==> src/hdl/ffpa_pkg.sv <==
package ffpa_pkg;

    // Field widths of the two channels and of the pool size register.
    localparam int OPCODE_W = 2;
    localparam int REQ_W    = 13;
    localparam int OFF_W    = 12;
    localparam int CFG_W    = 13;
    localparam int PAY_W    = 12;

    // Pool storage: 32-bit words, 8-byte block headers.
    localparam int WORD_W       = 32;
    localparam int HEADER_BYTES = 8;
    localparam int POOL_BYTES_DEF = 4096;

    // Byte addresses during a walk may run past the pool by up to one
    // full 32-bit size word, so they carry one extra bit.
    localparam int ADR_W = 33;

    // Rounded request and request plus header.
    localparam int RQ_W = 14;

    // Pool size handling for initialize.
    localparam int                 SIZE_CAP      = 4096;
    localparam int                 MIN_POOL      = 16;
    localparam logic [CFG_W-1:0]   POOL_SIZE_RST = 13'd4096;

    // Header flag bits.
    localparam logic [WORD_W-1:0] FLAG_FREE = 32'h0000_0001;
    localparam logic [WORD_W-1:0] FLAG_USED = 32'h0000_0002;
    localparam logic [WORD_W-1:0] FLAG_LAST = 32'h0000_0004;

    typedef enum logic [OPCODE_W-1:0] {
        OP_ALLOC = 2'd0,
        OP_FREE  = 2'd1,
        OP_INIT  = 2'd2,
        OP_NOP   = 2'd3
    } t_opcode;

    typedef enum logic {
        ALU_ADD = 1'b0,
        ALU_SUB = 1'b1
    } t_alu_op;

    typedef enum logic [4:0] {
        ST_CLEAR,
        ST_IDLE,
        ST_A_CHK,
        ST_A_RDS,
        ST_A_LATS,
        ST_A_EVAL,
        ST_M_RDF,
        ST_M_RDS,
        ST_M_SUM,
        ST_M_LAST,
        ST_SP_NX,
        ST_SP_W0,
        ST_SP_W1,
        ST_SP_W2,
        ST_SP_W3,
        ST_EX_W,
        ST_F_RD,
        ST_F_WR,
        ST_I_W0,
        ST_I_W1,
        ST_DONE
    } t_state;

endpackage

==> src/hdl/ffpa_alu.sv <==
module ffpa_alu (
    input  ffpa_pkg::t_alu_op             i_op,
    input  logic [ffpa_pkg::ADR_W-1:0]    i_a,
    input  logic [ffpa_pkg::ADR_W-1:0]    i_b,
    output logic [ffpa_pkg::ADR_W-1:0]    o_sum
);

    logic [ffpa_pkg::ADR_W-1:0] b_eff;
    logic                       carry_in;

    // One adder serves both directions: a subtract inverts b and adds one.
    assign carry_in = (i_op == ffpa_pkg::ALU_SUB);
    assign b_eff    = carry_in ? ~i_b : i_b;
    assign o_sum    = i_a + b_eff + {{(ffpa_pkg::ADR_W-1){1'b0}}, carry_in};

endmodule

==> config.mk <==
export PLATFORM = sky130hd
export DESIGN_NAME = ffpa_alu
export DESIGN_NICKNAME = d
export VERILOG_FILES = /design/src/hdl/ffpa_pkg.sv /design/src/hdl/ffpa_alu.sv
export SDC_FILE = /design/constraint.sdc
export NUM_CORES = 1
export LEC_CHECK = 0
export ABC_AREA = 0
export BUFFER_PORTS_ARGS = -buffer_cell sky130_fd_sc_hd__buf_2
export CAP_MARGIN = 30
export CELL_PAD_IN_SITES_DETAIL_PLACEMENT = 0
export CELL_PAD_IN_SITES_GLOBAL_PLACEMENT = 1
export CORE_MARGIN = 4
export CORE_UTILIZATION = 36
export DETAILED_ROUTE_END_ITERATION = 8
export PLACE_DENSITY_LB_ADDON = 0.1
export SLEW_MARGIN = 20
export SYNTH_ARGS = -nofsm -noshare
export SYNTH_HDL_FRONTEND = slang
export SYNTH_SLANG_ARGS = --single-unit
==> constraint.sdc <==
create_clock -name vclk -period 7.2
set_input_delay 1.44 -clock vclk [all_inputs]
set_output_delay 1.44 -clock vclk [all_outputs]
set_load 0.05 [all_outputs]
==> results.json, run 1 <==
{
  "postPlaceCellArea_um2": 2559,
  "path_max_fanout": 19,
  "cellLeakagePower_nw": 1.321,
  "area_growth_pct": 28.62,
  "wl_per_cell_um": 12.85,
  "die-width_um": 82.34,
  "vias": 2219,
  "final_cell_mix": "100 x buf_2, 39 x xor2_1, 31 x ha_1",
  "max_freq_mhz": 162.6,
  "irDropWorstVdd_v": 0.0001531,
  "hold_depth": 3,
  "numSequentialCells": 0,
  "rows": 26,
  "die-area_um2": 6779,
  "antenna_left": 0,
  "rsz0062_at_grt": "false",
  "end_kind": "output port",
  "seq_area_um2": 0,
  "ys_seq_area_share_pct": 0,
  "min_to": "o_sum[0]",
  "cp-start-kind": "input pin",
  "antenna_cells": 0,
  "ys.warnings.count": 0,
  "cts_resized": 0,
  "gp_congestion": 0.8207,
  "dp_slack_ns": 1.040,
  "track_usage_pct": 15.83,
  "setup_viol": 0,
  "antenna_found_initial": 0,
  "period_share_pct": 85.43,
  "crit_arrival_ns": 4.71,
  "fin_cells": 433,
  "nClkBuffers": 0,
  "finalCriticalPeriod_ns": 6.151,
  "grt_max_degree": 20,
  "synth_cell_types": 50,
  "dp_hpwl_um": 4789,
  "final_common_cell": "buf_2",
  "initial_core_util_pct": 37.98,
  "drive_gt1_share_pct": 30.58,
  "slowest_delay_ns": 0.43,
  "grt_pass1_vias": 2046,
  "worstSetupPathType": "in -> out",
  "drt_drc_violations_left": 0,
  "cts_hold_buffers": 0,
  "io_pins": 100,
  "io_buffers": 100,
  "die_h_um": 82.34,
  "finish.utilization_pct": 48.85,
  "nNetsFinal": 464,
  "syn_inst": 267,
  "worstPathCellList": "buf_2, xor2_1, inv_1, fa_1, nand2b_1, a21oi_1, o2111ai_1, and3b_1, o21a_1, o31ai_1, o21ai_0, nor2_1, buf_2",
  "drtIter0Drc": 79,
  "syn_nets": 366,
  "grt-ovfl-total": 0,
  "via_per_inst": 5.125,
  "grt_pass1_wl_um": 9032,
  "post_cts_buffers": 0,
  "wl_um": 5565,
  "final_hold_viol_count": 0,
  "slew_headroom_pct": 64.36,
  "dr.pass1.iters": 4,
  "place_inst": 433,
  "maxCapViolCount": 0,
  "p_per_area_nw_per_um2": 216.0,
  "final_cell_area_um2": 2559,
  "layout_setup_ws_ns": 1.049,
  "status": "finished, final reports clean",
  "tightest_slew_ns": 0.5346,
  "drv_slew": 0,
  "avgSynthCellArea_um2": 7.451,
  "fp.coreArea_um2": 5238,
  "worst_ep_required_time_ns": 5.76,
  "holdCritStartpoint": "i_a[0]",
  "critPathSlowestCell": "fa_1",
  "fin_setup_tns_ns": 0,
  "critPathMostFrequentCell": "buf_2",
  "hp-class": "in -> out",
  "syn_area_um2": 1989
}
## worst max-delay path, delay by kind of cell
kind                       cells  cell delay [ns]
and+or+nand+nor                3             0.53
AOI/OAI and AO/OA              5             1.26
adders and majority gates      1             0.43
buffers and inverters          3             0.78
xor gates and xnor gates       1             0.26
## worst max-delay path by stage
stage               from  slack (ns)         to
global route        i_op        0.76  o_sum[30]
CTS                 i_op        1.01  o_sum[32]
detailed placement  i_op        1.04  o_sum[32]
finish              i_op        1.05  o_sum[32]
global placement    i_op        1.09  o_sum[32]
floorplan           i_op        0.99  o_sum[30]
## report_power, final
part	switching (mW)	total (mW)	internal (mW)
combinational	0.387	0.553	0.166
sequential	0	0	0
clock	0	0	0
total	0.387	0.553	0.166
## synth_stat cells (2+ instances only)
cell | number | share of area, %
xor2_1 | 39 | 17
ha_1 | 31 | 19
a21oi_1 | 26 | 6.5
xnor2_1 | 22 | 9.7
nand2_1 | 20 | 3.8
a21o_1 | 17 | 6.4
nor2_1 | 13 | 2.5
o21ai_0 | 10 | 2.5
inv_1 | 7 | 1.3
a31oi_1 | 6 | 1.9
nand3_1 | 6 | 1.5
nor3_1 | 6 | 1.5
nand2b_1 | 5 | 1.6
o21a_1 | 5 | 1.9
clkbuf_1 | 4 | 0.75
nor2b_1 | 4 | 1.3
o211ai_1 | 4 | 1.5
a211oi_1 | 3 | 1.1
and3_1 | 3 | 0.94
nand4_1 | 3 | 0.94
a221oi_1 | 2 | 0.88
o21ai_1 | 2 | 0.50
o31ai_1 | 2 | 0.75
## area by class of cell
cell class	instances	area, µm²
Inverter	7	26.28
Tap cell	70	87.58
Multi-Input combinational cell	255	1937
Fill cell	595	2679
Timing Repair Buffer	101	508.0
## routing by layer
metal / vias to the layer above / wire length, µm / global-route usage (%)
met5: - / 0 / 0
met1: 973 / 2805 / 24.08
met3: 0 / 376 / 0.6508
li1: 1182 / - / -
met2: 64 / 2384 / 25.96
met4: 0 / 0 / 0
## per-stage QoR
| stage | total power [mW] | hold slack, ns |
|---|---|---|
| after global routing | 0.5948 | 3.250 |
| after detailed placement | 0.5535 | 3.234 |
| after CTS | 0.5556 | 3.234 |
| after global placement | 0.5533 | 3.228 |
| after floorplan | 0.4346 | 3.148 |
| final | 0.5528 | 3.231 |
## kinds of logic after synthesis
| group | count (synthesis) | synth area share [%] |
|---|---|---|
| xor+xnor | 61 | 26.86 |
| mux | 1 | 0.5660 |
| simple gates | 66 | 16.16 |
| fa+ha+maj | 32 | 20.50 |
| compound gates | 95 | 33.27 |
| buf+inv | 12 | 2.641 |
No activity file was read; power rests on OpenSTA's default activity.
==> inputs of run 2 (changes only) <==
- REMOVE_ABC_BUFFERS: default -> 1
==> run 2 against run 1 <==
  * Worst setup slack better by 0.19 ns
  * Routed wire length down 0.61%
  * Combinational power is essentially flat
  * Critical path type unchanged
  * Largest cell class unchanged
  * Largest power group unchanged
  * Highest routed layer unchanged
==> results.json, run 2 (same netlist as run 1, synthesis figures left out) <==
{
  "initial_core_util_pct": 37.98,
  "worstSetupPathType": "in -> out",
  "wl_um": 5531,
  "antenna_cells": 0,
  "area_growth_pct": 28.99,
  "p_per_area_nw_per_um2": 214.8,
  "maxCapViolCount": 0,
  "rsz0062_at_grt": "false",
  "finish.utilization_pct": 49.00,
  "grt_max_degree": 15,
  "cts_hold_buffers": 0,
  "drt_drc_violations_left": 0,
  "grt-ovfl-total": 0,
  "final_cell_mix": "100 x buf_2, 39 x xor2_1, 31 x ha_1",
  "dr.pass1.iters": 4,
  "io_pins": 100,
  "nNetsFinal": 465,
  "gp_congestion": 0.8446,
  "drtIter0Drc": 45,
  "layout_setup_ws_ns": 1.241,
  "tightest_slew_ns": 0.4573,
  "fillers": 564,
  "via_per_inst": 5.076,
  "setup_viol": 0,
  "wl_per_cell_um": 12.74,
  "slew_headroom_pct": 69.25,
  "final_cell_area_um2": 2566,
  "postPlaceCellArea_um2": 2566,
  "drv_slew": 0,
  "grt_pass1_vias": 2159,
  "antenna_found_initial": 0,
  "drive_gt1_share_pct": 30.77,
  "io_buffers": 100,
  "status": "finished, final reports clean",
  "end_kind": "output port",
  "path_max_fanout": 14,
  "numSequentialCells": 0,
  "die_h_um": 82.34,
  "fin_setup_tns_ns": 0,
  "dp_hpwl_um": 4907,
  "die-area_um2": 6779,
  "antenna_left": 0,
  "hp-class": "in -> out",
  "period_share_pct": 82.77,
  "worst_ep_required_time_ns": 5.76,
  "vias": 2203,
  "cellLeakagePower_nw": 1.326,
  "die-width_um": 82.34,
  "final_common_cell": "buf_2",
  "max_freq_mhz": 167.8,
  "final_hold_viol_count": 0,
  "post_cts_buffers": 0,
  "grt_pass1_wl_um": 9418,
  "track_usage_pct": 16.57,
  "dp_slack_ns": 1.233,
  "crit_arrival_ns": 4.52,
  "cts_resized": 0,
  "nClkBuffers": 0,
  "finalCriticalPeriod_ns": 5.959,
  "irDropWorstVdd_v": 0.0001229,
  "seq_area_um2": 0,
  "rows": 26,
  "fp.coreArea_um2": 5238,
  "cp-start-kind": "input pin"
}
-- run 2: layout make-up --
type                       count  area (µm²)  area share [%]
tap                           70       87.58           3.413
multi-input combinational    255        1937           75.48
timing repair buffer         102       515.5           20.09
inverter                       7       26.28           1.024
-- run 2: power breakdown --
| group | leakage [nW] | total (mW) | switching (mW) | internal [mW] |
|---|---|---|---|---|
| sequential | 0 | 0 | 0 | 0 |
| clock | 0 | 0 | 0 | 0 |
| combinational | 1.33 | 0.551 | 0.385 | 0.166 |
-- run 2: metal layers --
metal	GRT usage (%)	wire length (µm)	up-vias	part of all wire, %
met5	0	0	-	0
met4	0.3322	0	0	0
met3	0.6508	319	0	5.8
met2	27.08	2406	58	44
met1	25.18	2805	964	51
li1	-	-	1181	-
-- run 2: critical path, stage by stage --
cell and delay, ns:
buf_2 0.33, xor2_1 0.24, inv_1 0.08, fa_1 0.42, nand2b_1 0.18, a21oi_1 0.21
o2111ai_1 0.21, and3b_1 0.22, o21a_1 0.20, o31ai_1 0.41, o21ai_0 0.17, nor2_1 0.13
buf_2 0.28
-- run 2: worst paths after layout --
path  cells past startpoint   start        end  slack, ns
max                      13    i_op  o_sum[32]       1.24
min                       3  i_a[0]   o_sum[0]       3.23
-- run 2: per-stage QoR --
| stage | power [mW] | instances | hold slack, ns |
|---|---|---|---|
| after CTS | 0.5553 | 434 | 3.234 |
| after global placement | 0.5539 | 434 | 3.232 |
| after detailed placement | 0.5533 | 434 | 3.234 |
| final | 0.5512 | 434 | 3.231 |
| after floorplan | 0.4306 | 262 | 3.148 |
| after global routing | 0.5971 | 434 | 3.259 |
